--- src/chm_pkg.sv ---
// shared types, constants and helpers for the chained hash map
`timescale 1ns / 1ps

package chm_pkg;

  localparam int SUM_W       = 32;
  localparam int VAL_W       = 31;
  localparam int TAG_W       = 4;
  localparam int REM_W       = 11;
  localparam int STEP_BITS   = 4;
  localparam int MOD_A_STEPS = SUM_W / STEP_BITS;
  localparam int MOD_B_STEPS = 3;
  localparam int CNT_W       = 3;

  localparam logic [REM_W-1:0] TAG_PRIME  = 11'd751;
  localparam logic [REM_W-1:0] TAG_MOD    = 11'd15;
  localparam logic [SUM_W-1:0] DIGIT_ZERO = 32'd48;

  localparam int DEF_PRIMARY_SLOTS = 30;
  localparam int DEF_POOL_NODES    = 15;

  typedef enum logic [1:0] {
    ST_DONE = 2'd0,
    ST_MISS = 2'd1,
    ST_FULL = 2'd2
  } status_t;

  typedef enum logic [2:0] {
    RES_DONE,
    RES_FULL,
    RES_SLOT,
    RES_POOL,
    RES_MISS
  } res_sel_t;

  typedef struct packed {
    logic     byte_acc;
    logic     mod_both;
    logic     mod_tag15;
    logic     load_b;
    logic     slot_rd;
    logic     slot_fill;
    logic     slot_link;
    logic     pool_alloc;
    logic     pool_rd_slot;
    logic     pool_rd_next;
    logic     pool_link_wr;
    logic     res_load;
    res_sel_t res_sel;
    logic     out_load;
  } cmd_t;

  typedef struct packed {
    logic act;
    logic slot_empty;
    logic slot_link_ok;
    logic slot_tag_hit;
    logic pool_full;
    logic pool_link_ok;
    logic pool_tag_hit;
  } stat_t;

  // one restoring step of a remainder by a constant modulus
  function automatic logic [REM_W-1:0] mod_step(logic [REM_W-1:0] r, logic b,
                                                logic [REM_W-1:0] m);
    logic [REM_W-1:0] t;
    t = {r[REM_W-2:0], b};
    if (t >= m) begin
      t = t - m;
    end
    return t;
  endfunction

endpackage

--- src/chm_ctrl.sv ---
// controller state machine of the chained hash map
`timescale 1ns / 1ps

module chm_ctrl (
  input  logic          clk,
  input  logic          rst,
  input  logic          in_valid,
  output logic          in_stall,
  input  logic          name_last,
  output logic          out_valid,
  input  logic          out_stall,
  input  chm_pkg::stat_t stat,
  output chm_pkg::cmd_t  cmd
);

  typedef enum logic [2:0] {
    S_IDLE,
    S_MODA,
    S_LOADB,
    S_MODB,
    S_EVAL,
    S_APPEND,
    S_LOOKUP,
    S_DONE
  } state_t;

  state_t                    state;
  state_t                    state_next;
  logic [chm_pkg::CNT_W-1:0] cnt;
  logic [chm_pkg::CNT_W-1:0] cnt_next;

  assign in_stall = (state != S_IDLE);

  always_comb begin
    cmd        = '0;
    state_next = state;
    cnt_next   = cnt;
    unique case (state)
      S_IDLE: begin
        if (in_valid) begin
          cmd.byte_acc = 1'b1;
          if (name_last) begin
            state_next = S_MODA;
            cnt_next   = '0;
          end
        end
      end
      S_MODA: begin
        cmd.mod_both = 1'b1;
        if (cnt == chm_pkg::CNT_W'(chm_pkg::MOD_A_STEPS - 1)) begin
          state_next = S_LOADB;
          cnt_next   = '0;
        end else begin
          cnt_next = cnt + 1'b1;
        end
      end
      S_LOADB: begin
        cmd.load_b  = 1'b1;
        cmd.slot_rd = 1'b1;
        state_next  = S_MODB;
      end
      S_MODB: begin
        cmd.mod_tag15 = 1'b1;
        if (cnt == chm_pkg::CNT_W'(chm_pkg::MOD_B_STEPS - 1)) begin
          state_next = S_EVAL;
          cnt_next   = '0;
        end else begin
          cnt_next = cnt + 1'b1;
        end
      end
      S_EVAL: begin
        if (!stat.act) begin
          if (stat.slot_empty) begin
            cmd.slot_fill = 1'b1;
            cmd.res_load  = 1'b1;
            cmd.res_sel   = chm_pkg::RES_DONE;
            state_next    = S_DONE;
          end else if (stat.pool_full) begin
            cmd.res_load = 1'b1;
            cmd.res_sel  = chm_pkg::RES_FULL;
            state_next   = S_DONE;
          end else begin
            cmd.pool_alloc = 1'b1;
            if (!stat.slot_link_ok) begin
              cmd.slot_link = 1'b1;
              cmd.res_load  = 1'b1;
              cmd.res_sel   = chm_pkg::RES_DONE;
              state_next    = S_DONE;
            end else begin
              cmd.pool_rd_slot = 1'b1;
              state_next       = S_APPEND;
            end
          end
        end else begin
          if (!stat.slot_link_ok || stat.slot_tag_hit) begin
            cmd.res_load = 1'b1;
            cmd.res_sel  = chm_pkg::RES_SLOT;
            state_next   = S_DONE;
          end else begin
            cmd.pool_rd_slot = 1'b1;
            state_next       = S_LOOKUP;
          end
        end
      end
      S_APPEND: begin
        // walk to the chain tail, then hook the new node on
        if (stat.pool_link_ok) begin
          cmd.pool_rd_next = 1'b1;
        end else begin
          cmd.pool_link_wr = 1'b1;
          cmd.res_load     = 1'b1;
          cmd.res_sel      = chm_pkg::RES_DONE;
          state_next       = S_DONE;
        end
      end
      S_LOOKUP: begin
        if (stat.pool_tag_hit) begin
          cmd.res_load = 1'b1;
          cmd.res_sel  = chm_pkg::RES_POOL;
          state_next   = S_DONE;
        end else if (stat.pool_link_ok) begin
          cmd.pool_rd_next = 1'b1;
        end else begin
          cmd.res_load = 1'b1;
          cmd.res_sel  = chm_pkg::RES_MISS;
          state_next   = S_DONE;
        end
      end
      S_DONE: begin
        if (!out_valid || !out_stall) begin
          cmd.out_load = 1'b1;
          state_next   = S_IDLE;
        end
      end
      default: begin
        state_next = S_IDLE;
      end
    endcase
  end

  always_ff @(posedge clk) begin
    if (rst) begin
      state     <= S_IDLE;
      cnt       <= '0;
      out_valid <= 1'b0;
    end else begin
      state <= state_next;
      cnt   <= cnt_next;
      if (cmd.out_load) begin
        out_valid <= 1'b1;
      end else if (!out_stall) begin
        out_valid <= 1'b0;
      end
    end
  end

endmodule

--- src/chm_datapath.sv ---
// datapath: name sums, modulo reduction, slot and pool stores, result register
`timescale 1ns / 1ps

module chm_datapath #(
  parameter int PRIMARY_SLOTS = chm_pkg::DEF_PRIMARY_SLOTS,
  parameter int POOL_NODES    = chm_pkg::DEF_POOL_NODES
) (
  input  logic                        clk,
  input  logic                        rst,
  input  chm_pkg::cmd_t               cmd,
  output chm_pkg::stat_t              stat,
  input  logic                        action,
  input  logic [7:0]                  name_byte,
  input  logic                        name_last,
  input  logic [chm_pkg::VAL_W-1:0]   fd_value,
  output logic signed [31:0]          found_value,
  output logic [1:0]                  status
);

  localparam int SW = $clog2(PRIMARY_SLOTS);
  localparam int LW = $clog2(POOL_NODES + 1);
  localparam int PW = (POOL_NODES > 1) ? $clog2(POOL_NODES) : 1;
  localparam int SUM_W = chm_pkg::SUM_W;
  localparam int VAL_W = chm_pkg::VAL_W;
  localparam int TAG_W = chm_pkg::TAG_W;
  localparam int REM_W = chm_pkg::REM_W;
  localparam logic [LW-1:0]    NULL_LINK = LW'(POOL_NODES);
  localparam logic [REM_W-1:0] SLOT_M    = REM_W'(PRIMARY_SLOTS);

  // name sums and reduction
  logic [SUM_W-1:0] slot_sum;
  logic [SUM_W-1:0] tag_sum;
  logic [SUM_W-1:0] sh_slot;
  logic [SUM_W-1:0] sh_tag;
  logic [REM_W-1:0] r_slot;
  logic [REM_W-1:0] r_tag;
  logic             act;
  logic [VAL_W-1:0] val;

  logic [SUM_W-1:0] d;
  logic [SUM_W-1:0] slot_sum_next;
  logic [SUM_W-1:0] tag_sum_next;
  logic [REM_W-1:0] r_slot_next;
  logic [REM_W-1:0] r_tag_next;
  logic [REM_W-1:0] tag_m;

  // slot store, cleared by valid bits
  logic [VAL_W-1:0]         slot_val_mem  [PRIMARY_SLOTS];
  logic [TAG_W-1:0]         slot_tag_mem  [PRIMARY_SLOTS];
  logic [LW-1:0]            slot_link_mem [PRIMARY_SLOTS];
  logic [PRIMARY_SLOTS-1:0] slot_valid;
  logic [VAL_W-1:0]         slot_q_val;
  logic [TAG_W-1:0]         slot_q_tag;
  logic [LW-1:0]            slot_q_link;
  logic                     slot_q_vld;
  logic [VAL_W-1:0]         slot_eff_val;
  logic [TAG_W-1:0]         slot_eff_tag;
  logic [LW-1:0]            slot_eff_link;
  logic [SW-1:0]            slot_idx;
  logic [TAG_W-1:0]         tag;
  logic [LW-1:0]            slot_link_wdata;

  // chain pool, filled in order so the fill count covers reset
  logic [VAL_W-1:0] pool_val_mem  [POOL_NODES];
  logic [TAG_W-1:0] pool_tag_mem  [POOL_NODES];
  logic [LW-1:0]    pool_link_mem [POOL_NODES];
  logic [LW-1:0]    pool_used;
  logic [LW-1:0]    new_node;
  logic [LW-1:0]    cur;
  logic [LW-1:0]    pool_raddr;
  logic [PW-1:0]    pool_lwaddr;
  logic [LW-1:0]    pool_lwdata;
  logic [VAL_W-1:0] pool_q_val;
  logic [TAG_W-1:0] pool_q_tag;
  logic [LW-1:0]    pool_q_link;

  logic [31:0] res_found;
  logic [1:0]  res_status;

  assign d             = {{(SUM_W-8){name_byte[7]}}, name_byte} - chm_pkg::DIGIT_ZERO;
  assign slot_sum_next = slot_sum + d;
  assign tag_sum_next  = tag_sum + ~(d << 1);
  assign tag_m         = cmd.mod_tag15 ? chm_pkg::TAG_MOD : chm_pkg::TAG_PRIME;

  always_comb begin
    r_slot_next = r_slot;
    r_tag_next  = r_tag;
    for (int i = 0; i < chm_pkg::STEP_BITS; i++) begin
      r_slot_next = chm_pkg::mod_step(r_slot_next, sh_slot[SUM_W-1-i], SLOT_M);
      r_tag_next  = chm_pkg::mod_step(r_tag_next, sh_tag[SUM_W-1-i], tag_m);
    end
  end

  always_ff @(posedge clk) begin
    if (rst) begin
      slot_sum <= '0;
      tag_sum  <= '0;
    end else if (cmd.byte_acc) begin
      if (name_last) begin
        slot_sum <= '0;
        tag_sum  <= '0;
      end else begin
        slot_sum <= slot_sum_next;
        tag_sum  <= tag_sum_next;
      end
    end
  end

  always_ff @(posedge clk) begin
    if (cmd.byte_acc && name_last) begin
      sh_slot <= slot_sum_next;
      sh_tag  <= tag_sum_next;
      r_slot  <= '0;
      r_tag   <= '0;
      act     <= action;
      val     <= fd_value;
    end else if (cmd.mod_both) begin
      sh_slot <= sh_slot << chm_pkg::STEP_BITS;
      sh_tag  <= sh_tag << chm_pkg::STEP_BITS;
      r_slot  <= r_slot_next;
      r_tag   <= r_tag_next;
    end else if (cmd.load_b) begin
      // second pass: remainder by the prime, now by the tag modulus
      sh_tag <= {1'b0, r_tag, {(SUM_W-REM_W-1){1'b0}}};
      r_tag  <= '0;
    end else if (cmd.mod_tag15) begin
      sh_tag <= sh_tag << chm_pkg::STEP_BITS;
      r_tag  <= r_tag_next;
    end
  end

  assign slot_idx = r_slot[SW-1:0];
  assign tag      = r_tag[TAG_W-1:0];

  assign slot_eff_val  = slot_q_vld ? slot_q_val  : '0;
  assign slot_eff_tag  = slot_q_vld ? slot_q_tag  : '0;
  assign slot_eff_link = slot_q_vld ? slot_q_link : NULL_LINK;
  assign slot_link_wdata = cmd.slot_fill ? slot_eff_link : pool_used;

  always_ff @(posedge clk) begin
    if (cmd.slot_rd) begin
      slot_q_val  <= slot_val_mem[slot_idx];
      slot_q_tag  <= slot_tag_mem[slot_idx];
      slot_q_link <= slot_link_mem[slot_idx];
    end
    if (cmd.slot_fill) begin
      slot_val_mem[slot_idx] <= val;
      slot_tag_mem[slot_idx] <= tag;
    end
    if (cmd.slot_fill || cmd.slot_link) begin
      slot_link_mem[slot_idx] <= slot_link_wdata;
    end
  end

  always_ff @(posedge clk) begin
    if (rst) begin
      slot_valid <= '0;
      slot_q_vld <= 1'b0;
    end else begin
      if (cmd.slot_rd) begin
        slot_q_vld <= slot_valid[slot_idx];
      end
      if (cmd.slot_fill || cmd.slot_link) begin
        slot_valid[slot_idx] <= 1'b1;
      end
    end
  end

  assign pool_raddr  = cmd.pool_rd_slot ? slot_eff_link : pool_q_link;
  assign pool_lwaddr = cmd.pool_alloc ? pool_used[PW-1:0] : cur[PW-1:0];
  assign pool_lwdata = cmd.pool_alloc ? NULL_LINK : new_node;

  always_ff @(posedge clk) begin
    if (cmd.pool_rd_slot || cmd.pool_rd_next) begin
      pool_q_val  <= pool_val_mem[pool_raddr[PW-1:0]];
      pool_q_tag  <= pool_tag_mem[pool_raddr[PW-1:0]];
      pool_q_link <= pool_link_mem[pool_raddr[PW-1:0]];
      cur         <= pool_raddr;
    end
    if (cmd.pool_alloc) begin
      pool_val_mem[pool_used[PW-1:0]] <= val;
      pool_tag_mem[pool_used[PW-1:0]] <= tag;
      new_node                        <= pool_used;
    end
    if (cmd.pool_alloc || cmd.pool_link_wr) begin
      pool_link_mem[pool_lwaddr] <= pool_lwdata;
    end
  end

  always_ff @(posedge clk) begin
    if (rst) begin
      pool_used <= '0;
    end else if (cmd.pool_alloc) begin
      pool_used <= pool_used + 1'b1;
    end
  end

  assign stat.act          = act;
  assign stat.slot_empty   = (slot_eff_val == '0);
  assign stat.slot_link_ok = (slot_eff_link < NULL_LINK);
  assign stat.slot_tag_hit = (slot_eff_tag == tag);
  assign stat.pool_full    = (pool_used >= NULL_LINK);
  assign stat.pool_link_ok = (pool_q_link < NULL_LINK);
  assign stat.pool_tag_hit = (pool_q_tag == tag);

  always_ff @(posedge clk) begin
    if (cmd.res_load) begin
      unique case (cmd.res_sel)
        chm_pkg::RES_DONE: begin
          res_found  <= '0;
          res_status <= chm_pkg::ST_DONE;
        end
        chm_pkg::RES_FULL: begin
          res_found  <= '0;
          res_status <= chm_pkg::ST_FULL;
        end
        chm_pkg::RES_SLOT: begin
          res_found  <= {1'b0, slot_eff_val};
          res_status <= chm_pkg::ST_DONE;
        end
        chm_pkg::RES_POOL: begin
          res_found  <= {1'b0, pool_q_val};
          res_status <= chm_pkg::ST_DONE;
        end
        chm_pkg::RES_MISS: begin
          res_found  <= '1;
          res_status <= chm_pkg::ST_MISS;
        end
        default: begin
          res_found  <= '1;
          res_status <= chm_pkg::ST_MISS;
        end
      endcase
    end
    if (cmd.out_load) begin
      found_value <= res_found;
      status      <= res_status;
    end
  end

endmodule

--- src/chained_hash_map_name_to_value.sv ---
// top level of the chained hash map from names to values
`timescale 1ns / 1ps

// A name enters one byte per cycle with name_last on its final byte, and
// the action and fd_value of that final byte decide the transaction. Bytes
// before the last are taken every cycle and give no result. After the last
// byte the input stalls while the two 32-bit name sums are reduced four bits
// a cycle: first the slot and prime remainders, then a step that starts the
// tag pass and reads the slot, then the tag remainder. The slot is then
// evaluated, each chain node walked goes through the pool read port, and the
// result moves to the output register once no earlier result is held there
// under out_stall. Stores are empty right after reset with no clearing pass.
module chained_hash_map_name_to_value #(
  parameter int PRIMARY_SLOTS = chm_pkg::DEF_PRIMARY_SLOTS,
  parameter int POOL_NODES    = chm_pkg::DEF_POOL_NODES
) (
  input  logic                      clk,
  input  logic                      rst,
  input  logic                      in_valid,
  output logic                      in_stall,
  input  logic                      action,
  input  logic [7:0]                name_byte,
  input  logic                      name_last,
  input  logic [chm_pkg::VAL_W-1:0] fd_value,
  output logic                      out_valid,
  input  logic                      out_stall,
  output logic signed [31:0]        found_value,
  output logic [1:0]                status
);

  chm_pkg::cmd_t  cmd;
  chm_pkg::stat_t stat;

  chm_ctrl u_ctrl (
    .clk       (clk),
    .rst       (rst),
    .in_valid  (in_valid),
    .in_stall  (in_stall),
    .name_last (name_last),
    .out_valid (out_valid),
    .out_stall (out_stall),
    .stat      (stat),
    .cmd       (cmd)
  );

  chm_datapath #(
    .PRIMARY_SLOTS (PRIMARY_SLOTS),
    .POOL_NODES    (POOL_NODES)
  ) u_datapath (
    .clk         (clk),
    .rst         (rst),
    .cmd         (cmd),
    .stat        (stat),
    .action      (action),
    .name_byte   (name_byte),
    .name_last   (name_last),
    .fd_value    (fd_value),
    .found_value (found_value),
    .status      (status)
  );

endmodule

--- config.mk ---
export PLATFORM = sky130hd
export DESIGN_NAME = chained_hash_map_name_to_value
export DESIGN_NICKNAME = d
export VERILOG_FILES = /design/src/chm_pkg.sv /design/src/chm_ctrl.sv /design/src/chm_datapath.sv /design/src/chained_hash_map_name_to_value.sv
export SDC_FILE = /design/constraint.sdc
export NUM_CORES = 2
export LEC_CHECK = 0
export ABC_AREA = 1
export BUFFER_PORTS_ARGS = -buffer_cell sky130_fd_sc_hd__clkbuf_2
export CORE_ASPECT_RATIO = 0.7
export CORE_MARGIN = 1.5
export CORE_UTILIZATION = 45
export DETAILED_ROUTE_END_ITERATION = 10
export SYNTH_ARGS = -nofsm -noshare
export SYNTH_HDL_FRONTEND = slang
export SYNTH_HIERARCHICAL = 1
export SYNTH_SLANG_ARGS = --single-unit
--- constraint.sdc ---
create_clock -name clk -period 6.8 [get_ports clk]
set_input_delay 1.02 -clock clk [delete_from_list [all_inputs] [get_ports clk]]
set_output_delay 1.02 -clock clk [all_outputs]
set_load 0.01 [all_outputs]
==> run summary <==
The run finished with clean final reports. Counting along the longest clock path gives a buffer depth of 4. For the worst-case vdd ir drop, the log shows 0.299 mV. Synthesis produced a netlist whose cell count is 7070. For the netlist area before placement, the log shows 0.0875 sq mm. For this run the aggregate overflow at the end of global routing stands at 0. Class of the worst hold path: input port to register. The die is 372 um tall.

When the netlist entered floorplanning its net count stood at 7213. Once layout is complete, the utilization of the core stands at 50.8%. The number of warning messages in the yosys log was 6; the total iterations of the first detailed-routing run was 6. Once placement completed, the tool counted placed cells totaling 9517. The cell family contributing the most delay on the critical path is simple AND/OR/NAND/NOR gates. Worst hold-check slack: 356 ps. For the data arrival time of the critical path, the log shows 7110 ps. The initial utilization of the core area, before any placement, comes to 45.3%. Setup violations remaining at the end of the flow were counted as 0. The H-tree was split into 4 levels. During placement, the flow inserted port buffers numbering 80. Startpoint type of the worst setup path: a register. The number of DRC violations after detailed-routing iteration 0 was 8103; the post-CTS clock slew at the launch and capture registers of the worst setup and hold paths was 60 ps.

At the end of routability-driven placement, the weighted congestion stood at 0.861. The first global-routing pass estimated 360 mm of wire. In the finished design, the share of the clock period the worst path needs comes to 93.9%. The number of clock sinks seen by CTS was 2132; the distinct cell type count of the synthesized netlist was 63. The run gives 0 as the final hold violation count. The final layout contains 7283 nets. For the worst-skew pair, the clock arrives at the later sink with an insertion delay of 850 ps.

The buffer and inverter count on the worst path is 9, and the slew at the pin closest to its max-slew limit is 1360 ps. The tools report the share of total power in the clock network as 32.6%. The net switching power was 0.0107 W; the proportion of power drawn by combinational gates was 24.0%.

The chip width is 530 um. Measured against its own limit, the worst slew margin works out to 9.12%. The routed wire length is 248 mm. Counting the fill cells in the layout gives 16657. The number of antenna violations at the first check in global routing is 14, and the number of pins with negative max-slew slack in the final report is 0.

The relative area change from synthesis to final layout works out to 12.3%. The final cell count without fillers was 9905; the number of vias after detailed routing was 57897. The cell row count came out at 135. Number of cells on the worst hold path: 1. The worst register-to-register path has a depth of 44. For the internal power, the log shows 0.0234 W. On the final layout, the worst clock skew is 53.4 ps. The top cell types in the final layout, fill and taps aside, are 2005 x sky130_fd_sc_hd__edfxtp_1, 1047 x sky130_fd_sc_hd__nor2_1, 1022 x sky130_fd_sc_hd__o21ai_0, 740 x sky130_fd_sc_hd__nand2_1, 363 x sky130_fd_sc_hd__o22ai_1. Sequential cells were found to cover 71.7% of the synthesized design area.

The tools report the capturing element type of the critical path as a register. The number of global-route vias before repair is 53061. The logs give 0 for the residual antenna-violating net count after detailed routing and 0 for the reported max-cap violation count. Standard cell with the maximum stage delay on the critical path: sky130_fd_sc_hd__ha_1. TritonCTS built the clock tree.

The number of synthesized register bits came out at 2132. For the count of boundary I/O pins, the log shows 81. Clock tree synthesis inserted a total of 204 buffers. After routing the design area is 0.0982 sq mm.

The overall die area was 0.197 sq mm; the static power due to leakage was 32.8 nW. The sequential cells in the finished layout cover a total of 0.0628 sq mm. Along the worst path, the maximum fanout reaches 13. In the final layout, the share of cells above drive strength 1 is 11.1%.

In this run the power density over the cells is 348 mW/mm^2. The hold-fix buffer count after cts was 0. In this design, the stage delay of the slowest critical-path cell is 400 ps. The routed length on met2 was 105 mm; the detailed-routing wirelength on met1 was 113 mm. For the worst setup path, the data required time is 7520 ps.

The mean area per synthesized cell is 12.4 sq um. After detailed routing, no signal wire sits above met5. The share of flip-flops with an asynchronous set or reset was 0%. The sum of net half-perimeters after detailed placement came out at 139 mm. The multi-input combinational cells in the finished layout cover a total of 0.0229 sq mm. The library cell used most frequently in the layout, excluding fill and tap cells, is sky130_fd_sc_hd__edfxtp_1.

Proportion of total power due to net switching: 31.4%. The placed instances occupy a cell area of 0.0915 sq mm. The logs give 24.7% for the total routing resource utilization after global routing and 0 for the remaining routing DRC violations.

Yosys mapped a number of flops with a built-in enable equal to 2005. For the area of the core region, the log shows 0.193 sq mm. Derived from the worst setup path, the maximum achievable clock frequency is 157 MHz. The most frequently used flop master after synthesis was sky130_fd_sc_hd__edfxtp_1. Detailed routing placed a total of 25.3 mm of wire on met3. The sequential group share of total power is 43.4%, and the ratio of routed vias to standard cells is 5.85. The pin count of the biggest net entering global routing was 188. The critical path runs through a total of 44 cells. The worst setup path category was register to register.

Time the final worst path needs with I/O delays and setup: 6390 ps. Summing internal, switching and leakage power gives 0.0341 W. The cell sitting at the root of the clock tree is a sky130_fd_sc_hd__clkbuf_16.

After detailed routing, the average wire length per cell comes to 25.1 um. The most used cell along the critical path was sky130_fd_sc_hd__nand2_1.
-- layout make-up --
| class | count | share of cell area, % |
|---|---|---|
| timing repair buffer | 281 | 2.14 |
| antenna | 1 | 0.00255 |
| tap | 2603 | 3.32 |
| multi-input combinational | 4310 | 23.3 |
| inverter | 211 | 0.842 |
| sequential | 2132 | 63.9 |
| clock inverter | 108 | 0.994 |
| clock buffer | 259 | 5.53 |
-- cells by family after synthesis --
family | synth area share (%)
and+or+nand+nor | 10.7
DFF | 71.7
AOI/OAI and AO/OA | 12.2
buffers and inverters | 2.79
xor gates and xnor gates | 1.08
adders and majority gates | 1.42
muxes | 0.114
-- stage by stage --
| stage | TNS [ps] | worst slack (ps) |
|---|---|---|
| finish | 0 | 414 |
| global route | -78.3 | -35.5 |
| CTS | 0 | 30.6 |
| detailed placement | -2650 | -293 |
| global placement | -1840 | -237 |
| floorplan | 0 | 421 |
-- worst paths after layout --
| check | slack [ps] | to | from |
|---|---|---|---|
| worst max-delay path | 410 | u_datapath/r_tag[8]$_SDFFE_PP0P_ | u_ctrl/state[0]$_SDFFE_PP0P_ |
| worst max register to register | 410 | u_datapath/r_tag[8]$_SDFFE_PP0P_ | u_ctrl/state[0]$_SDFFE_PP0P_ |
| worst min-delay path | 360 | u_datapath/val[23]$_DFFE_PP_ | fd_value[23] |
| worst min register to register | 380 | u_datapath/found_value[17]$_DFFE_PP_ | u_datapath/res_found[17]$_DFFE_PP_ |
-- power groups by stage --
| stage | clock, W | sequential [W] | combinational (W) |
|---|---|---|---|
| after global routing | 0.0118 | 0.0148 | 0.00894 |
| after CTS | 0.0113 | 0.0148 | 0.00783 |
| final | 0.0111 | 0.0148 | 0.00821 |
| after floorplan | 0 | 0.0151 | 0.00520 |
| after global placement | 0 | 0.0151 | 0.00765 |
| after detailed placement | 0 | 0.0151 | 0.00770 |
-- timing repair --
item,in CTS,in global routing
setup endpoints to repair,11,11
cloned,1,0
buffers inserted,7,12
resized for setup,2,34
pin swaps,4,12
-- registers in the layout, summed over array words and instances, names as in the netlist, 60 cells and up --
| signal | count |
|---|---|
| u_datapath/pool_link_mem | 60 |
| u_datapath/pool_tag_mem | 60 |
| u_datapath/pool_val_mem | 465 |
| u_datapath/slot_link_mem | 120 |
| u_datapath/slot_tag_mem | 120 |
| u_datapath/slot_val_mem | 930 |
-- synthesized netlist by cell type (7+ instances only) --
master	n	area share (%)
sky130_fd_sc_hd__inv_1	186	0.80
sky130_fd_sc_hd__nor3_1	75	0.43
sky130_fd_sc_hd__mux2i_1	10	0.11
sky130_fd_sc_hd__nand4_1	53	0.38
sky130_fd_sc_hd__o211ai_1	55	0.47
sky130_fd_sc_hd__nand2_1	746	3.2
sky130_fd_sc_hd__inv_2	15	0.064
sky130_fd_sc_hd__nor2_2	11	0.079
sky130_fd_sc_hd__nor2_1	1073	4.6
sky130_fd_sc_hd__o221ai_1	35	0.35
sky130_fd_sc_hd__nand3_1	157	0.90
sky130_fd_sc_hd__nor2_4	10	0.13
sky130_fd_sc_hd__or2_2	26	0.19
sky130_fd_sc_hd__a21boi_0	17	0.15
sky130_fd_sc_hd__o21ai_0	1033	5.9
sky130_fd_sc_hd__buf_1	14	0.060
sky130_fd_sc_hd__dfxtp_1	127	2.9
sky130_fd_sc_hd__o21ai_1	11	0.063
sky130_fd_sc_hd__xnor2_1	38	0.38
sky130_fd_sc_hd__a221oi_1	48	0.48
sky130_fd_sc_hd__nand2_4	15	0.19
sky130_fd_sc_hd__xor2_1	66	0.66
sky130_fd_sc_hd__o22ai_1	363	2.6
sky130_fd_sc_hd__a22o_1	53	0.53
sky130_fd_sc_hd__nand2_2	33	0.24
sky130_fd_sc_hd__ha_1	96	1.4
sky130_fd_sc_hd__clkbuf_1	393	1.7
sky130_fd_sc_hd__o21a_1	9	0.077
sky130_fd_sc_hd__edfxtp_1	2005	69
sky130_fd_sc_hd__o41ai_1	7	0.070
sky130_fd_sc_hd__nand3_2	11	0.13
sky130_fd_sc_hd__nand3b_1	7	0.060
sky130_fd_sc_hd__a21oi_1	197	1.1
-- worst reg2reg max path, delay by kind of cell, from the launching register on --
kind                       cells  cell delay (ps)
DFF                            1              350
adders and majority gates      4             1300
buffers and inverters          9             1030
AOI/OAI and AO/OA              1              100
and+or+nand+nor               29             3240
xor gates and xnor gates       1              270
-- layer usage --
layer	track usage, %	vias to the layer above
met5	0	-
met4	4.75	2
met3	4.45	276
met2	35.5	2707
met1	38.9	28807
li1	-	26105
Note: power is estimated with default switching activity, not from simulation.
